[src/design/mcsg_pkg.sv]
`timescale 1ns / 1ps

package mcsg_pkg;

    localparam int CENTRE_BITS = 10;
    localparam int RADIUS_BITS = 4;
    localparam int COORD_W     = 12;
    localparam int DISC_W      = 7;
    localparam int S_TDATA_W   = 24;
    localparam int M_TDATA_W   = 40;

    // which of the seven pair shapes the output register takes
    typedef enum logic [2:0] {
        SEL_AXIS_HI,
        SEL_AXIS_LO,
        SEL_CENTRE,
        SEL_Q0,
        SEL_Q1,
        SEL_Q2,
        SEL_Q3
    } pair_sel_t;

    typedef struct packed {
        logic      load;
        logic      step;
        logic      emit;
        logic      last;
        pair_sel_t sel;
    } dp_cmd_t;

    typedef struct packed {
        logic out_free;
        logic walk_more;
    } dp_status_t;

endpackage

[src/design/mcsg_datapath.sv]
`timescale 1ns / 1ps

module mcsg_datapath #(
    parameter int MAX_RADIUS = 15,
    parameter int COORD_BITS = 10
) (
    input  logic                             clk,
    input  logic                             rst_n,
    input  logic [mcsg_pkg::S_TDATA_W-1:0]   s_tdata,
    input  logic                             s_tuser,
    input  mcsg_pkg::dp_cmd_t                cmd,
    output mcsg_pkg::dp_status_t             status,
    output logic                             m_tvalid,
    input  logic                             m_tready,
    output logic [mcsg_pkg::M_TDATA_W-1:0]   m_tdata,
    output logic                             m_tuser,
    output logic                             m_tlast
);

    localparam int CBW = mcsg_pkg::CENTRE_BITS;
    localparam int RW  = mcsg_pkg::RADIUS_BITS;
    localparam int CW  = mcsg_pkg::COORD_W;
    localparam int DW  = mcsg_pkg::DISC_W;
    localparam int CB  = (COORD_BITS < CBW) ? COORD_BITS : CBW;
    localparam logic [CBW-1:0] CMASK = CBW'((1 << CB) - 1);

    logic [CBW-1:0]       cx_reg, cy_reg;
    logic [RW-1:0]        r_reg;
    logic                 fill_reg;
    logic [RW-1:0]        x_reg, x_next;
    logic [RW-1:0]        y_reg, y_next;
    logic signed [DW-1:0] d_reg, d_next;

    logic [CW-1:0]        xl_reg, xr_reg, row_reg;
    logic                 mfill_reg, mlast_reg, mvalid_reg;

    logic [RW-1:0]        r_in, r_clamp;
    logic [RW-1:0]        x_inc, y_dec;
    logic signed [DW-1:0] diff;
    logic [RW-1:0]        h_off, v_off;
    logic                 v_neg;
    logic [CW-1:0]        cx12, cy12, h12, v12;

    assign r_in    = s_tdata[2*CBW +: RW];
    assign r_clamp = (int'(r_in) > MAX_RADIUS) ? RW'(MAX_RADIUS) : r_in;

    // one midpoint step
    assign x_inc = x_reg + RW'(1);
    assign y_dec = y_reg - RW'(1);
    assign diff  = $signed(DW'(x_inc)) - $signed(DW'(y_dec));

    always_comb
    begin
        x_next = x_reg;
        y_next = y_reg;
        d_next = d_reg;
        if (cmd.load)
        begin
            x_next = '0;
            y_next = r_clamp;
            d_next = $signed(DW'(1)) - $signed(DW'(r_clamp));
        end
        else if (cmd.step)
        begin
            x_next = x_inc;
            if (d_reg <= 0)
            begin
                d_next = d_reg + $signed({{(DW-RW-1){1'b0}}, x_inc, 1'b1});
            end
            else
            begin
                y_next = y_dec;
                d_next = d_reg + $signed({diff[DW-2:0], 1'b1});
            end
        end
    end

    always_comb
    begin
        h_off = '0;
        v_off = '0;
        v_neg = 1'b0;
        unique case (cmd.sel)
            mcsg_pkg::SEL_AXIS_HI: v_off = r_reg;
            mcsg_pkg::SEL_AXIS_LO:
            begin
                v_off = r_reg;
                v_neg = 1'b1;
            end
            mcsg_pkg::SEL_CENTRE:  h_off = r_reg;
            mcsg_pkg::SEL_Q0:
            begin
                h_off = y_reg;
                v_off = x_reg;
            end
            mcsg_pkg::SEL_Q1:
            begin
                h_off = y_reg;
                v_off = x_reg;
                v_neg = 1'b1;
            end
            mcsg_pkg::SEL_Q2:
            begin
                h_off = x_reg;
                v_off = y_reg;
            end
            mcsg_pkg::SEL_Q3:
            begin
                h_off = x_reg;
                v_off = y_reg;
                v_neg = 1'b1;
            end
            default:
            begin
                h_off = '0;
                v_off = '0;
            end
        endcase
    end

    assign cx12 = CW'(cx_reg);
    assign cy12 = CW'(cy_reg);
    assign h12  = CW'(h_off);
    assign v12  = CW'(v_off);

    always_ff @(posedge clk or negedge rst_n)
    begin
        if (!rst_n)
        begin
            x_reg      <= '0;
            y_reg      <= '0;
            d_reg      <= '0;
            mvalid_reg <= 1'b0;
        end
        else
        begin
            x_reg <= x_next;
            y_reg <= y_next;
            d_reg <= d_next;
            if (cmd.emit)
            begin
                mvalid_reg <= 1'b1;
            end
            else if (m_tready)
            begin
                mvalid_reg <= 1'b0;
            end
        end
    end

    always_ff @(posedge clk)
    begin
        if (cmd.load)
        begin
            cx_reg   <= s_tdata[0 +: CBW] & CMASK;
            cy_reg   <= s_tdata[CBW +: CBW] & CMASK;
            r_reg    <= r_clamp;
            fill_reg <= s_tuser;
        end
        if (cmd.emit)
        begin
            xl_reg    <= cx12 - h12;
            xr_reg    <= cx12 + h12;
            row_reg   <= v_neg ? (cy12 - v12) : (cy12 + v12);
            mfill_reg <= fill_reg;
            mlast_reg <= cmd.last;
        end
    end

    assign status.out_free  = !mvalid_reg || m_tready;
    assign status.walk_more = x_reg < y_reg;

    assign m_tvalid = mvalid_reg;
    assign m_tdata  = {{(mcsg_pkg::M_TDATA_W - 3*CW){1'b0}}, row_reg, xr_reg, xl_reg};
    assign m_tuser  = mfill_reg;
    assign m_tlast  = mlast_reg;

endmodule

[src/design/mcsg_ctrl.sv]
`timescale 1ns / 1ps

module mcsg_ctrl (
    input  logic                 clk,
    input  logic                 rst_n,
    input  logic                 s_tvalid,
    output logic                 s_tready,
    input  mcsg_pkg::dp_status_t status,
    output mcsg_pkg::dp_cmd_t    cmd
);

    typedef enum logic [2:0] {
        ST_IDLE,
        ST_AXIS_HI,
        ST_AXIS_LO,
        ST_CENTRE,
        ST_QUAD
    } state_t;

    state_t     state_reg, state_next;
    logic [1:0] quad_reg, quad_next;

    assign s_tready = (state_reg == ST_IDLE);

    always_comb
    begin
        state_next = state_reg;
        quad_next  = quad_reg;
        cmd        = '0;
        cmd.sel    = mcsg_pkg::SEL_AXIS_HI;
        unique case (state_reg)
            ST_IDLE:
            begin
                if (s_tvalid)
                begin
                    cmd.load   = 1'b1;
                    state_next = ST_AXIS_HI;
                end
            end
            ST_AXIS_HI:
            begin
                if (status.out_free)
                begin
                    cmd.emit   = 1'b1;
                    cmd.sel    = mcsg_pkg::SEL_AXIS_HI;
                    state_next = ST_AXIS_LO;
                end
            end
            ST_AXIS_LO:
            begin
                if (status.out_free)
                begin
                    cmd.emit   = 1'b1;
                    cmd.sel    = mcsg_pkg::SEL_AXIS_LO;
                    state_next = ST_CENTRE;
                end
            end
            ST_CENTRE:
            begin
                // centre row does not use x/y, so the first step runs alongside it
                if (status.out_free)
                begin
                    cmd.emit  = 1'b1;
                    cmd.sel   = mcsg_pkg::SEL_CENTRE;
                    cmd.last  = !status.walk_more;
                    cmd.step  = status.walk_more;
                    quad_next = 2'd0;
                    state_next = status.walk_more ? ST_QUAD : ST_IDLE;
                end
            end
            ST_QUAD:
            begin
                if (status.out_free)
                begin
                    cmd.emit = 1'b1;
                    unique case (quad_reg)
                        2'd0: cmd.sel = mcsg_pkg::SEL_Q0;
                        2'd1: cmd.sel = mcsg_pkg::SEL_Q1;
                        2'd2: cmd.sel = mcsg_pkg::SEL_Q2;
                        2'd3: cmd.sel = mcsg_pkg::SEL_Q3;
                        default: cmd.sel = mcsg_pkg::SEL_Q0;
                    endcase
                    quad_next = quad_reg + 2'd1;
                    if (quad_reg == 2'd3)
                    begin
                        // next step overlaps the fourth pair of this group
                        cmd.last   = !status.walk_more;
                        cmd.step   = status.walk_more;
                        state_next = status.walk_more ? ST_QUAD : ST_IDLE;
                    end
                end
            end
            default:
            begin
                state_next = ST_IDLE;
            end
        endcase
    end

    always_ff @(posedge clk or negedge rst_n)
    begin
        if (!rst_n)
        begin
            state_reg <= ST_IDLE;
            quad_reg  <= 2'd0;
        end
        else
        begin
            state_reg <= state_next;
            quad_reg  <= quad_next;
        end
    end

endmodule

[src/design/midpoint_circle_span_generator.sv]
`timescale 1ns / 1ps
// Channel  | Dir | tdata (low bit first)                      | tuser        | tlast
// s_axis   | in  | centre_x[9:0], centre_y[9:0], radius[3:0]  | filled       | -
// m_axis   | out | x_left[11:0], x_right[11:0], row_y[11:0]   | fill_between | last
//
// Each command is loaded in idle, then gives the two axis pairs, the centre row and four pairs per walk step.
// One pair leaves the single output register per cycle while m_axis does not stall; the walk step shares
// the cycle of the centre row and of each fourth pair.
// Reset (rst_n, async, active low) returns to idle with no transfer pending.
// Back-pressure on m_axis holds the walk; s_axis_tready is high only when idle.

module midpoint_circle_span_generator #(
    parameter int MAX_RADIUS = 15,
    parameter int COORD_BITS = 10
) (
    input  logic                           clk,
    input  logic                           rst_n,
    input  logic                           s_axis_tvalid,
    output logic                           s_axis_tready,
    input  logic [mcsg_pkg::S_TDATA_W-1:0] s_axis_tdata,  // centre_x, centre_y, radius
    input  logic                           s_axis_tuser,  // filled
    output logic                           m_axis_tvalid,
    input  logic                           m_axis_tready,
    output logic [mcsg_pkg::M_TDATA_W-1:0] m_axis_tdata,  // x_left, x_right, row_y, pad
    output logic                           m_axis_tuser,  // fill_between
    output logic                           m_axis_tlast
);

    mcsg_pkg::dp_cmd_t    cmd;
    mcsg_pkg::dp_status_t status;

    mcsg_ctrl u_ctrl (
        .clk      (clk),
        .rst_n    (rst_n),
        .s_tvalid (s_axis_tvalid),
        .s_tready (s_axis_tready),
        .status   (status),
        .cmd      (cmd)
    );

    mcsg_datapath #(
        .MAX_RADIUS (MAX_RADIUS),
        .COORD_BITS (COORD_BITS)
    ) u_datapath (
        .clk      (clk),
        .rst_n    (rst_n),
        .s_tdata  (s_axis_tdata),
        .s_tuser  (s_axis_tuser),
        .cmd      (cmd),
        .status   (status),
        .m_tvalid (m_axis_tvalid),
        .m_tready (m_axis_tready),
        .m_tdata  (m_axis_tdata),
        .m_tuser  (m_axis_tuser),
        .m_tlast  (m_axis_tlast)
    );

endmodule

[config.mk]
export PLATFORM = sky130hd
export DESIGN_NAME = midpoint_circle_span_generator
export DESIGN_NICKNAME = d
export VERILOG_FILES = /design/src/design/mcsg_pkg.sv /design/src/design/mcsg_datapath.sv /design/src/design/mcsg_ctrl.sv /design/src/design/midpoint_circle_span_generator.sv
export SDC_FILE = /design/constraint.sdc
export NUM_CORES = 1
export LEC_CHECK = 0
export BUFFER_PORTS_ARGS = -buffer_cell sky130_fd_sc_hd__buf_2
export CAP_MARGIN = 20
export CORE_AREA = 5 5 135 73
export CTS_BUF_LIST = sky130_fd_sc_hd__clkbuf_4
export CTS_CLUSTER_DIAMETER = 120
export DETAILED_ROUTE_END_ITERATION = 12
export DIE_AREA = 0 0 140 78
export PLACE_DENSITY_LB_ADDON = 0.12
export SYNTH_ARGS = -nofsm -noshare
export SYNTH_HDL_FRONTEND = slang
export SYNTH_SLANG_ARGS = --single-unit
[constraint.sdc]
create_clock -name clk -period 4.4 [get_ports clk]
set_input_delay 0.44 -clock clk [delete_from_list [all_inputs] [get_ports clk]]
set_output_delay 0.44 -clock clk [all_outputs]
set_load 0.05 [all_outputs]
==> impl_metrics.toml <==
[worst_setup_path]
slowest_delay_ns = 0.64
ff2ff_setup_slack_ns = 0.14
cp_data_arrival_time_ns = 4.47
worstSetupPathType = "reg2reg"
cp_slowest_cell = "or4b_2"
end_kind = "flip-flop"
crit-reg2reg-capture = "u_datapath.row_reg[8]"
cp_max_fo = 13
crit_chain = "inv_1 > ha_1 > or2_2 > a21oi_4 > or2_2 > xnor2_1 > nor3_2 > buf_6 > a221o_1 > ha_1 > inv_1 > fa_1 > a21oi_1 > nor2_1 > nor2_2 > or4b_2 > o22ai_1 > xor2_1"
worst-r2r-cell-count = 18
worstSetupStartpointType = "flip-flop"
r2r-start = "u_ctrl.quad_reg[1]"
crit_family = "simple AND/OR/NAND/NOR gates"
required_ns = 4.61
crit_buf_inv = 3

[worst_hold_path]
worstHoldStart = "s_axis_tdata[0]"
hold_class = "in2reg"
holdPathStages = 1
hold_path_end = "u_datapath.cx_reg[0]"

[synthesis]
synthCells = 426
synth_top_area_share_pct = 37.2
yosys.area.top_type = "edfxtp_1"
ys_async_sr_fraction_pct = 25.9
synth-seq-area-share_pct = 48.0
ys_seq_elements = 81
avgSynthCellArea_um2 = 11.4
yosysMostFrequentCell = "edfxtp_1"
synth_commonest_cells = "edfxtp_1, ha_1, nor2_1, inv_1"
synth_area_um2 = 4840
synthFlopType = "edfxtp_1"
synth_edf_count = 60
yosys-top-cells-area = "edfxtp_1, dfrtp_1, ha_1"
ys_types = 61
ys_warn_count = 0

[clock_network]
clockRootBuffer = "clkbuf_4"
cts_tree = "built"
clkTransAtPathRegs_ns = 0.14
cts_buffer_depth = 2
cts_buffers = 9
cts_max_level = 3
clk-insertion-delay-late_ns = 0.46
clock_sinks = 81

[timing]
fin_ws_ns = 0.138
setup_viol = 0
min_period_ns = 4.26
worstMarginPinSlew_ns = 1.00
skew_ns = 0.0170
final-hold-violation-count = 0
finalCritPeriodShare_pct = 96.9
fmax_mhz = 235
final_max_slew_viol_count = 0
relSlewSlack_pct = 33.1

[routing]
drt_wl_total_um = 10300
via_per_inst = 5.55
drt_pass1_iterations = 5
drt_iter0_markers = 207
drc = 0
ant_nets = 0
wire_per_inst_um = 16.7
vias = 3425

[run]
max_cap_violations = 0

[die]
ios = 73
die_y_um = 78
start_util_pct = 57.2
die_area_um2 = 10900
die_width_um = 140
coreArea_um2 = 8470
rows = 24

[grt]
overflow = 0
antenna_found_initial = 0
track_usage_pct = 19.6
use_met2_pct = 27.7
grt_busiest_layer = "met1"
grt_pass1_vias = 3320
grtUsageMet1_pct = 29.9
grtUsageMet3_pct = 5.59
grt_pass1_wl_um = 17000
grt_start_max_net_pins = 41

[place]
gp_congestion = 0.861
place_ws_ns = 0.0917
port_buffers = 67
dp_hpwl_um = 7630

[final_layout]
largest_reg_flops = 12
final_core_util_pct = 64.1
nNetsFinal = 566
fillCellCount = 719
syn2layout_area_growth_pct = 12.0
drive_above_1_share_pct = 22.4
num_antenna_cells = 0

[status]
status = "complete, no violations"

[power]
p_leak_nw = 2.29
ir_drop_mv = 0.429
powerDensity_nw_per_um2 = 738
==> placed cells by master (no fill, tap or decap), types with 6 or more instances in the layout <==
master    instances
clkbuf_4         10
buf_4             8
buf_2            67
nor2b_1           8
mux2i_1           7
fa_1              6
ha_1             36
xnor2_1          23
o21ai_0          13
a211oi_1          6
nand3_1           6
nor3_1            7
and2_1            9
xor2_1           15
a21o_1           10
edfxtp_1         60
a21oi_1          19
inv_1            25
a221o_1          10
nor2_1           33
nand2_1          23
dfrtp_1          21
==> repair_timing <==
action                     CTS  global route
setup endpoints to repair    0            10
resized for setup            0             7
buffers inserted             0             2
hold endpoints to repair    21             0
hold buffers                 1             0
==> per-layer routing <==
| layer | up-vias | share of wire (%) |
|---|---|---|
| met4 | 0 | 0.74 |
| met3 | 7 | 7.0 |
| li1 | 1669 | - |
| met5 | - | 0 |
| met1 | 1650 | 51 |
| met2 | 99 | 41 |
==> worst reg2reg max path, cell delays in order (launching register included) <==
cell and delay (ns):
dfrtp_1 0.43, inv_1 0.06, ha_1 0.22, or2_2 0.35, a21oi_4 0.21, or2_2 0.17
xnor2_1 0.07, nor3_2 0.25, buf_6 0.19, a221o_1 0.21, ha_1 0.16, inv_1 0.06
fa_1 0.38, a21oi_1 0.16, nor2_1 0.07, nor2_2 0.12, or4b_2 0.64, o22ai_1 0.18
xor2_1 0.09
==> area by class of cell <==
cell class / instances / area, um2 / area share [%]
Clock buffer: 10 / 75.1 / 1.38
Timing Repair Buffer: 77 / 417 / 7.68
Clock inverter: 6 / 43.8 / 0.807
Sequential cell: 81 / 2330 / 42.9
Tap cell: 117 / 146 / 2.70
Inverter: 26 / 97.6 / 1.80
Multi-Input combinational cell: 300 / 2320 / 42.8
==> kinds of logic (layout without fill, tap and decap cells) <==
kind of cell	Yosys count	in the layout	synth area share (%)
other	1	5	0.0774
buffers and inverters	49	119	5.22
AO/OA/AOI/OAI	92	92	14.3
XOR/XNOR	38	38	6.87
flip-flops	81	81	48.0
adder cells (fa/ha/maj)	42	42	11.8
AND/OR/NAND/NOR	114	114	11.8
multiplexers	9	9	1.91
==> metrics by stage <==
step           hold WS (ns)  instances  cell area, um2  setup TNS [ns]  total power, mW
2_1_floorplan         0.144        430            4860               0             3.12
3_5_place_dp          0.440        597            5240               0             3.58
3_3_place_gp          0.402        597            5240               0             3.53
6_report              0.141        617            5430               0             4.00
5_1_grt               0.109        617            5430         -0.0331             4.28
4_1_cts               0.126        614            5370               0             3.99
==> worst max path at each step <==
stage / cells past startpoint / endpoint / slack (ns) / start
CTS: 13 / u_datapath.row_reg[7] / 0.06 / u_ctrl.quad_reg[0]
detailed placement: 13 / u_datapath.row_reg[7] / 0.09 / u_ctrl.quad_reg[0]
finish: 18 / u_datapath.row_reg[8] / 0.14 / u_ctrl.quad_reg[1]
floorplan: 13 / u_datapath.row_reg[7] / 0.38 / u_ctrl.quad_reg[0]
global placement: 13 / u_datapath.row_reg[7] / 0.25 / u_ctrl.quad_reg[0]
global route: 18 / u_datapath.row_reg[8] / -0.03 / u_ctrl.quad_reg[1]
==> where the power goes <==
group / switching, mW / internal, mW / total, mW
sequential: 0.217 / 1.19 / 1.40
clock: 0.268 / 0.124 / 0.392
combinational: 1.48 / 0.724 / 2.21
No activity file was read; power rests on OpenSTA's default activity.
